## config.mk

```make
export PLATFORM = sky130hd
export DESIGN_NAME = mips_subset_decode_execute_flat
export DESIGN_NICKNAME = d
export VERILOG_FILES = /design/src/rtl/core/mipsde_pkg.sv /design/src/rtl/core/mipsde_in_if.sv /design/src/rtl/core/mipsde_out_if.sv /design/src/rtl/core/mips_subset_decode_execute.sv /design/src/flat_wrapper.sv
export SDC_FILE = /design/constraint.sdc
export NUM_CORES = 1
export LEC_CHECK = 0
export CAP_MARGIN = 25
export CORE_MARGIN = 4
export CORE_UTILIZATION = 30
export DETAILED_ROUTE_END_ITERATION = 10
export DONT_BUFFER_PORTS = 1
export RECOVER_POWER = 50
export SLEW_MARGIN = 5
export SYNTH_ARGS = -nofsm -noshare
export SYNTH_HDL_FRONTEND = slang
export SYNTH_SLANG_ARGS = --single-unit
```

## constraint.sdc

```tcl
create_clock -name clk -period 6.18 [get_ports clk]
set_input_delay 1.236 -clock clk [delete_from_list [all_inputs] [get_ports clk]]
set_output_delay 1.236 -clock clk [all_outputs]
set_load 0.02 [all_outputs]
```

## src/rtl/core/mipsde_pkg.sv

```systemverilog
// Shared types and constants for the MIPS subset decode/execute block.
// No dependencies.
package mipsde_pkg;

  localparam int unsigned WORD_W = 32;
  localparam int unsigned REG_W  = 5;

  typedef logic [WORD_W-1:0] word_t;
  typedef logic [REG_W-1:0]  reg_idx_t;

  // Link register for JAL
  localparam reg_idx_t REG_RA = 5'd31;

  typedef enum logic [5:0] {
    OP_SPECIAL = 6'h00,
    OP_J       = 6'h02,
    OP_JAL     = 6'h03,
    OP_BEQ     = 6'h04,
    OP_BNE     = 6'h05,
    OP_ADDIU   = 6'h09,
    OP_SLTIU   = 6'h0b,
    OP_ANDI    = 6'h0c,
    OP_ORI     = 6'h0d,
    OP_LUI     = 6'h0f,
    OP_LB      = 6'h20,
    OP_LW      = 6'h23,
    OP_SB      = 6'h28,
    OP_SW      = 6'h2b
  } opcode_t;

  typedef enum logic [5:0] {
    FN_SLL  = 6'h00,
    FN_SRL  = 6'h02,
    FN_JR   = 6'h08,
    FN_ADDU = 6'h21,
    FN_SUBU = 6'h23,
    FN_AND  = 6'h24,
    FN_OR   = 6'h25,
    FN_NOR  = 6'h27,
    FN_SLTU = 6'h2b
  } funct_t;

  typedef enum logic [2:0] {
    MEM_NONE = 3'd0,
    MEM_LW   = 3'd1,
    MEM_LB   = 3'd2,
    MEM_SW   = 3'd3,
    MEM_SB   = 3'd4
  } mem_kind_t;

endpackage

```

## src/rtl/core/mipsde_in_if.sv

```systemverilog
// Instruction channel: valid/ready plus instruction word, address, operands.
// Depends on mipsde_pkg.
interface mipsde_in_if;
  logic              valid;
  logic              ready;
  mipsde_pkg::word_t instr_word;
  mipsde_pkg::word_t instr_addr;
  mipsde_pkg::word_t src_a_value;
  mipsde_pkg::word_t src_b_value;

  modport source (output valid, instr_word, instr_addr, src_a_value, src_b_value,
                  input ready);
  modport sink   (input valid, instr_word, instr_addr, src_a_value, src_b_value,
                  output ready);
endinterface

```

## src/rtl/core/mipsde_out_if.sv

```systemverilog
// Result channel: valid/ready plus decoded/executed result fields.
// Depends on mipsde_pkg.
interface mipsde_out_if;
  logic                 valid;
  logic                 ready;
  mipsde_pkg::word_t    exec_value;
  mipsde_pkg::reg_idx_t dest_reg;
  logic                 reg_write;
  logic [2:0]           mem_kind;
  mipsde_pkg::word_t    store_data;
  mipsde_pkg::word_t    next_pc;
  logic                 redirect;
  logic                 illegal;

  modport source (output valid, exec_value, dest_reg, reg_write, mem_kind,
                  store_data, next_pc, redirect, illegal, input ready);
  modport sink   (input valid, exec_value, dest_reg, reg_write, mem_kind,
                  store_data, next_pc, redirect, illegal, output ready);
endinterface

```

## src/rtl/core/mips_subset_decode_execute.sv

```systemverilog
// MIPS32 subset decode and execute stage. An accepted input transaction passes
// the input register and then the result register before its result transaction.
// Throughput: one transaction per cycle while result.ready holds; set by the
// single decode/ALU pass between the two registers. Both stages advance when the next one is free.
// Reset (rst, synchronous): clears both valid flags; payload is not reset.
// Depends on mipsde_pkg, mipsde_in_if, mipsde_out_if.
module mips_subset_decode_execute (
  input  logic         clk,
  input  logic         rst,
  mipsde_in_if.sink    instr,
  mipsde_out_if.source result
);
  import mipsde_pkg::*;

  // ---------------------------------------------------------------------
  // Handshake: each stage loads when it is empty or its content leaves.
  // ---------------------------------------------------------------------
  logic out_valid;
  logic s1_valid;
  logic out_load;
  logic s1_load;

  assign out_load    = !out_valid || result.ready;
  assign s1_load     = !s1_valid || out_load;
  assign instr.ready = s1_load;

  // ---------------------------------------------------------------------
  // Input register
  // ---------------------------------------------------------------------
  word_t s1_word;
  word_t s1_addr;
  word_t s1_a;
  word_t s1_b;

  always_ff @(posedge clk) begin
    if (rst) begin
      s1_valid <= 1'b0;
    end else if (s1_load) begin
      s1_valid <= instr.valid;
    end
  end

  always_ff @(posedge clk) begin
    if (s1_load && instr.valid) begin
      s1_word <= instr.instr_word;
      s1_addr <= instr.instr_addr;
      s1_a    <= instr.src_a_value;
      s1_b    <= instr.src_b_value;
    end
  end

  // ---------------------------------------------------------------------
  // Field extraction
  // ---------------------------------------------------------------------
  logic [5:0]  op;
  logic [5:0]  fn;
  reg_idx_t    rt;
  reg_idx_t    rd;
  logic [4:0]  sh;
  logic [15:0] imm;
  word_t       simm;
  word_t       zimm;
  word_t       pc4;
  word_t       br_target;
  word_t       j_target;

  assign op   = s1_word[31:26];
  assign fn   = s1_word[5:0];
  assign rt   = s1_word[20:16];
  assign rd   = s1_word[15:11];
  assign sh   = s1_word[10:6];
  assign imm  = s1_word[15:0];
  assign simm = {{16{imm[15]}}, imm};
  assign zimm = {16'h0000, imm};
  assign pc4  = s1_addr + 32'd4;

  // Branch offset is in words, sign-extended; jump keeps the 256 MB segment.
  assign br_target = pc4 + {simm[29:0], 2'b00};
  assign j_target  = {pc4[31:28], s1_word[25:0], 2'b00};

  // ---------------------------------------------------------------------
  // Decode and execute
  // ---------------------------------------------------------------------
  word_t     exec_value_next;
  reg_idx_t  dest_reg_next;
  logic      reg_write_next;
  mem_kind_t mem_kind_next;
  word_t     store_data_next;
  word_t     next_pc_next;
  logic      redirect_next;
  logic      illegal_next;
  logic      taken;
  word_t     ea;

  assign ea = s1_a + simm;

  always_comb begin
    exec_value_next = '0;
    dest_reg_next   = '0;
    reg_write_next  = 1'b0;
    mem_kind_next   = MEM_NONE;
    store_data_next = '0;
    next_pc_next    = pc4;
    redirect_next   = 1'b0;
    illegal_next    = 1'b0;
    taken           = 1'b0;

    case (opcode_t'(op))
      OP_SPECIAL: begin
        dest_reg_next  = rd;
        reg_write_next = 1'b1;
        case (funct_t'(fn))
          FN_ADDU: exec_value_next = s1_a + s1_b;
          FN_SUBU: exec_value_next = s1_a - s1_b;
          FN_AND:  exec_value_next = s1_a & s1_b;
          FN_OR:   exec_value_next = s1_a | s1_b;
          FN_NOR:  exec_value_next = ~(s1_a | s1_b);
          FN_SLTU: exec_value_next = {31'd0, s1_a < s1_b};
          FN_SLL:  exec_value_next = s1_b << sh;
          FN_SRL:  exec_value_next = s1_b >> sh;
          FN_JR: begin
            dest_reg_next  = '0;
            reg_write_next = 1'b0;
            next_pc_next   = s1_a;
            redirect_next  = 1'b1;
          end
          default: begin
            dest_reg_next  = '0;
            reg_write_next = 1'b0;
            illegal_next   = 1'b1;
          end
        endcase
      end
      OP_ADDIU: begin
        exec_value_next = ea;
        dest_reg_next   = rt;
        reg_write_next  = 1'b1;
      end
      OP_ANDI: begin
        exec_value_next = s1_a & zimm;
        dest_reg_next   = rt;
        reg_write_next  = 1'b1;
      end
      OP_ORI: begin
        exec_value_next = s1_a | zimm;
        dest_reg_next   = rt;
        reg_write_next  = 1'b1;
      end
      OP_LUI: begin
        exec_value_next = {imm, 16'h0000};
        dest_reg_next   = rt;
        reg_write_next  = 1'b1;
      end
      OP_SLTIU: begin
        exec_value_next = {31'd0, s1_a < simm};
        dest_reg_next   = rt;
        reg_write_next  = 1'b1;
      end
      OP_LW: begin
        exec_value_next = ea;
        dest_reg_next   = rt;
        reg_write_next  = 1'b1;
        mem_kind_next   = MEM_LW;
      end
      OP_LB: begin
        exec_value_next = ea;
        dest_reg_next   = rt;
        reg_write_next  = 1'b1;
        mem_kind_next   = MEM_LB;
      end
      OP_SW: begin
        exec_value_next = ea;
        mem_kind_next   = MEM_SW;
        store_data_next = s1_b;
      end
      OP_SB: begin
        exec_value_next = ea;
        mem_kind_next   = MEM_SB;
        store_data_next = s1_b;
      end
      OP_BEQ, OP_BNE: begin
        exec_value_next = s1_a - s1_b;
        taken = (s1_a == s1_b) ^ (opcode_t'(op) == OP_BNE);
        if (taken) begin
          next_pc_next  = br_target;
          redirect_next = 1'b1;
        end
      end
      OP_J: begin
        next_pc_next  = j_target;
        redirect_next = 1'b1;
      end
      OP_JAL: begin
        exec_value_next = pc4;
        dest_reg_next   = REG_RA;
        reg_write_next  = 1'b1;
        next_pc_next    = j_target;
        redirect_next   = 1'b1;
      end
      default: begin
        illegal_next = 1'b1;
      end
    endcase
  end

  // ---------------------------------------------------------------------
  // Result register
  // ---------------------------------------------------------------------
  always_ff @(posedge clk) begin
    if (rst) begin
      out_valid <= 1'b0;
    end else if (out_load) begin
      out_valid <= s1_valid;
    end
  end

  always_ff @(posedge clk) begin
    if (out_load && s1_valid) begin
      result.exec_value <= exec_value_next;
      result.dest_reg   <= dest_reg_next;
      result.reg_write  <= reg_write_next;
      result.mem_kind   <= mem_kind_next;
      result.store_data <= store_data_next;
      result.next_pc    <= next_pc_next;
      result.redirect   <= redirect_next;
      result.illegal    <= illegal_next;
    end
  end

  assign result.valid = out_valid;

endmodule

```

## src/flat_wrapper.sv

```systemverilog
// flat-port wrapper written by rule: the top's interface ports become plain ports
module mips_subset_decode_execute_flat import mipsde_pkg::*;
  (clk, rst, instr_valid, instr_instr_word, instr_instr_addr, instr_src_a_value, instr_src_b_value, instr_ready, result_valid, result_exec_value, result_dest_reg, result_reg_write, result_mem_kind, result_store_data, result_next_pc, result_redirect, result_illegal, result_ready);
  mipsde_in_if instr_i ();
  mipsde_out_if result_i ();
  input  logic clk;
  input  logic rst;
  input wire logic [$bits(instr_i.valid)-1:0] instr_valid;
  input wire logic [$bits(instr_i.instr_word)-1:0] instr_instr_word;
  input wire logic [$bits(instr_i.instr_addr)-1:0] instr_instr_addr;
  input wire logic [$bits(instr_i.src_a_value)-1:0] instr_src_a_value;
  input wire logic [$bits(instr_i.src_b_value)-1:0] instr_src_b_value;
  output wire logic [$bits(instr_i.ready)-1:0] instr_ready;
  output wire logic [$bits(result_i.valid)-1:0] result_valid;
  output wire logic [$bits(result_i.exec_value)-1:0] result_exec_value;
  output wire logic [$bits(result_i.dest_reg)-1:0] result_dest_reg;
  output wire logic [$bits(result_i.reg_write)-1:0] result_reg_write;
  output wire logic [$bits(result_i.mem_kind)-1:0] result_mem_kind;
  output wire logic [$bits(result_i.store_data)-1:0] result_store_data;
  output wire logic [$bits(result_i.next_pc)-1:0] result_next_pc;
  output wire logic [$bits(result_i.redirect)-1:0] result_redirect;
  output wire logic [$bits(result_i.illegal)-1:0] result_illegal;
  input wire logic [$bits(result_i.ready)-1:0] result_ready;
  assign instr_i.valid = instr_valid;
  assign instr_i.instr_word = instr_instr_word;
  assign instr_i.instr_addr = instr_instr_addr;
  assign instr_i.src_a_value = instr_src_a_value;
  assign instr_i.src_b_value = instr_src_b_value;
  assign instr_ready = instr_i.ready;
  assign result_valid = result_i.valid;
  assign result_exec_value = result_i.exec_value;
  assign result_dest_reg = result_i.dest_reg;
  assign result_reg_write = result_i.reg_write;
  assign result_mem_kind = result_i.mem_kind;
  assign result_store_data = result_i.store_data;
  assign result_next_pc = result_i.next_pc;
  assign result_redirect = result_i.redirect;
  assign result_illegal = result_i.illegal;
  assign result_i.ready = result_ready;
  mips_subset_decode_execute u_core (.clk(clk), .rst(rst), .instr(instr_i), .result(result_i));
endmodule
```

==> results.json <==
{
  "die-area_um2": 81100,
  "place_ws_ns": 1.64,
  "slew_violations": 149,
  "critPathRequiredTime_ns": 6.55,
  "crit_slowest_cell": "nor4_2",
  "swShare_pct": 36.1,
  "worstPathArrival_ns": 5.08,
  "synth-warning-count": 0,
  "p_per_area_nw_per_um2": 206,
  "syn_avg_cell_area_um2": 9.04,
  "num_rows": 101,
  "numCtsBuffers": 28,
  "cts-resized-gates": 0,
  "h-tree-depth": 1,
  "clkSinkCount": 237,
  "crit_path_start_kind": "register",
  "status": "complete, but fails checks",
  "crit_path_max_incr_delay_ns": 0.95,
  "fin_skew_ns": 0.0331,
  "fmax_mhz": 212,
  "synth_nets": 2905,
  "cts_setup_buffers": 0,
  "violations": "capacitance limit, slew limit",
  "vias": 21200,
  "hp-class": "reg -> reg",
  "path_cells": "nand3_1 -> nor4_2 -> nand4_1 -> xnor2_1 -> ha_1 -> a21o_1 -> a21o_1 -> o21ai_0 -> a31oi_1 -> o311ai_1 -> a31oi_1 -> or3_1 -> a211oi_1 -> nor3_1",
  "yosysTopAreaCell": "edfxtp_1",
  "async_flop_share_pct": 0,
  "die_w_um": 285,
  "slew_headroom_pct": -139,
  "cts_root_buf": "clkbuf_16",
  "area_growth_pct": 8.55,
  "start_util_pct": 30.3,
  "first_global_vias": 19800,
  "period_minus_slack_ns": 4.71,
  "io_buffer_count": 0,
  "synth-edff-count": 235,
  "synthFlopType": "edfxtp_1",
  "period_share_pct": 76.2,
  "overflow": 0,
  "grt.total_usage_pct": 22.8,
  "tightest_slew_ns": 3.58,
  "synth_commonest_cells": "edfxtp_1 (235), ha_1 (224), nor2_1 (195)",
  "grt_util_met2_pct": 37.3,
  "setup_viol": 0,
  "p_sw_mw": 1.85,
  "post-dp-hpwl_mm": 75.1,
  "grt.busiest_layer": "met2",
  "grt_max_degree": 125,
  "internal_power_mw": 3.28,
  "ys_seq_area_share_pct": 30.9,
  "yosysMostFrequentCell": "edfxtp_1",
  "power.share.clock_pct": 31.7,
  "ys_types": 99,
  "antenna_found_initial": 10,
  "drc": 0,
  "path_class": "reg -> reg",
  "clk_path_buf_depth": 3,
  "synth_area_um2": 23000,
  "clk_pin_slew_ns": 0.07,
  "io_pins": 241,
  "wire_per_inst_um": 27.7,
  "grt_pass1_wl_mm": 140,
  "core_um2": 75900,
  "place_congestion": 1.00,
  "cts_hold_buf": 0,
  "routed_via_density": 6.00,
  "met3_usage_pct": 4.31,
  "final.setup.tns_ns": 0,
  "synth_top_area_share_pct": 30.7,
  "drive_gt1_share_pct": 7.97,
  "ant_nets": 0,
  "end_kind": "register",
  "p_seq_share_pct": 40.1,
  "crit_buf_inv": 0,
  "synth_cells": 2545,
  "p_comb_share_pct": 28.2,
  "drt_iter0_drc": 2908,
  "met1_usage_pct": 30.0,
  "die_y_um": 285,
  "holdWs_ns": 0.511,
  "leakagePower_nw": 9.45,
  "tritoncts": "built",
  "dr.pass1.iters": 9,
  "wirelength_mm": 97.7,
  "fin_nets": 2834,
  "crit_family": "simple AND/OR/NAND/NOR gates",
  "n_fill_cell": 7913,
  "synth-seq-cells": 237,
  "clk_latency_ns": 0.62,
  "maxCapViolCount": 3,
  "cp_max_fo": 8,
  "irDropWorstVdd_mv": 0.208,
  "hold_violations": 0,
  "grt_setup_unrepaired": "false",
  "setup_slack_ns": 1.47,
  "synthTopCellsByArea": "edfxtp_1 (31%), ha_1 (12%), a21oi_1 (4.2%)"
}
-- power groups by stage --
stage	Clock (mW)	Combinational, mW	Sequential (mW)
2_1_floorplan	0	1.01	2.03
3_3_place_gp	0	1.41	2.09
3_5_place_dp	0	1.40	2.09
4_1_cts	1.68	1.41	2.05
5_1_grt	1.75	1.56	2.07
6_report	1.63	1.45	2.06
-- final timing paths --
path	cells after the start	slack, ns	start	end
worst max-delay path	14	1.47	u_core.s1_addr[2]	u_core.result.next_pc[28]
worst min-delay path	2	0.51	u_core.s1_valid	u_core.result.valid
worst max register to register	14	1.47	u_core.s1_addr[2]	u_core.result.next_pc[28]
worst min register to register	2	0.51	u_core.s1_valid	u_core.result.valid
-- through the flow --
step | utilization, % | cell area [um^2] | cells | total power, mW
after floorplan | - | 23000 | 2545 | 3.04
after global placement | 31.7 | 24100 | 3472 | 3.50
after detailed placement | 31.7 | 24100 | 3472 | 3.49
after CTS | 32.9 | 25000 | 3524 | 5.15
final | 32.9 | 25000 | 3531 | 5.13
after global routing | 32.9 | 25000 | 3528 | 5.38
-- area by class of cell --
class,count,area [um^2],share of cell area (%)
tap,1030,1290,5.16
timing repair buffer,55,404,1.62
clock inverter,19,154,0.617
inverter,153,574,2.30
antenna,5,12.5,0.0501
clock buffer,33,719,2.88
sequential,237,7100,28.4
multi-input combinational,1999,14700,58.9
-- worst min-delay path: cells and delay by family (launching register included) --
family,cells,cell delay (ns)
and+or+nand+nor,2,0.14
DFF,1,0.33
-- placed cells by master (no fill, tap or decap), types with 16 or more instances in the layout --
cell type	count
o21ai_1	85
o21bai_1	40
a31oi_1	26
nand4_1	28
mux2i_1	59
ha_1	224
o21ai_0	119
buf_4	51
mux4_2	39
nor2b_1	20
a221o_1	22
nand2b_1	33
a222oi_1	39
inv_1	144
a21o_1	39
edfxtp_1	235
nor3_1	45
xor2_1	33
a211oi_1	29
o22ai_1	18
nand2_1	181
clkbuf_16	28
mux2_2	20
and2_0	27
a21oi_1	191
nand3_1	58
a221oi_1	45
o31ai_1	18
and3_1	25
or3_1	19
nor2_1	193
o211ai_1	35
nor4_1	16
xnor2_1	83
-- logic make-up after synthesis --
family                   Yosys count  share of synthesized area, %
XOR/XNOR                         117                          4.49
adder cells (fa/ha/maj)          228                          12.5
buffers and inverters            309                          5.31
AO/OA/AOI/OAI                    825                          24.3
AND/OR/NAND/NOR                  706                          14.9
flip-flops                       237                          30.9
multiplexers                     123                          7.61
-- metal layers --
layer,part of all wire [%],vias to the layer above
li1,-,9497
met1,40,10300
met2,46,1203
met3,9.0,237
met4,4.3,4
met5,0.022,-
No activity file was read; power rests on OpenSTA's default activity.
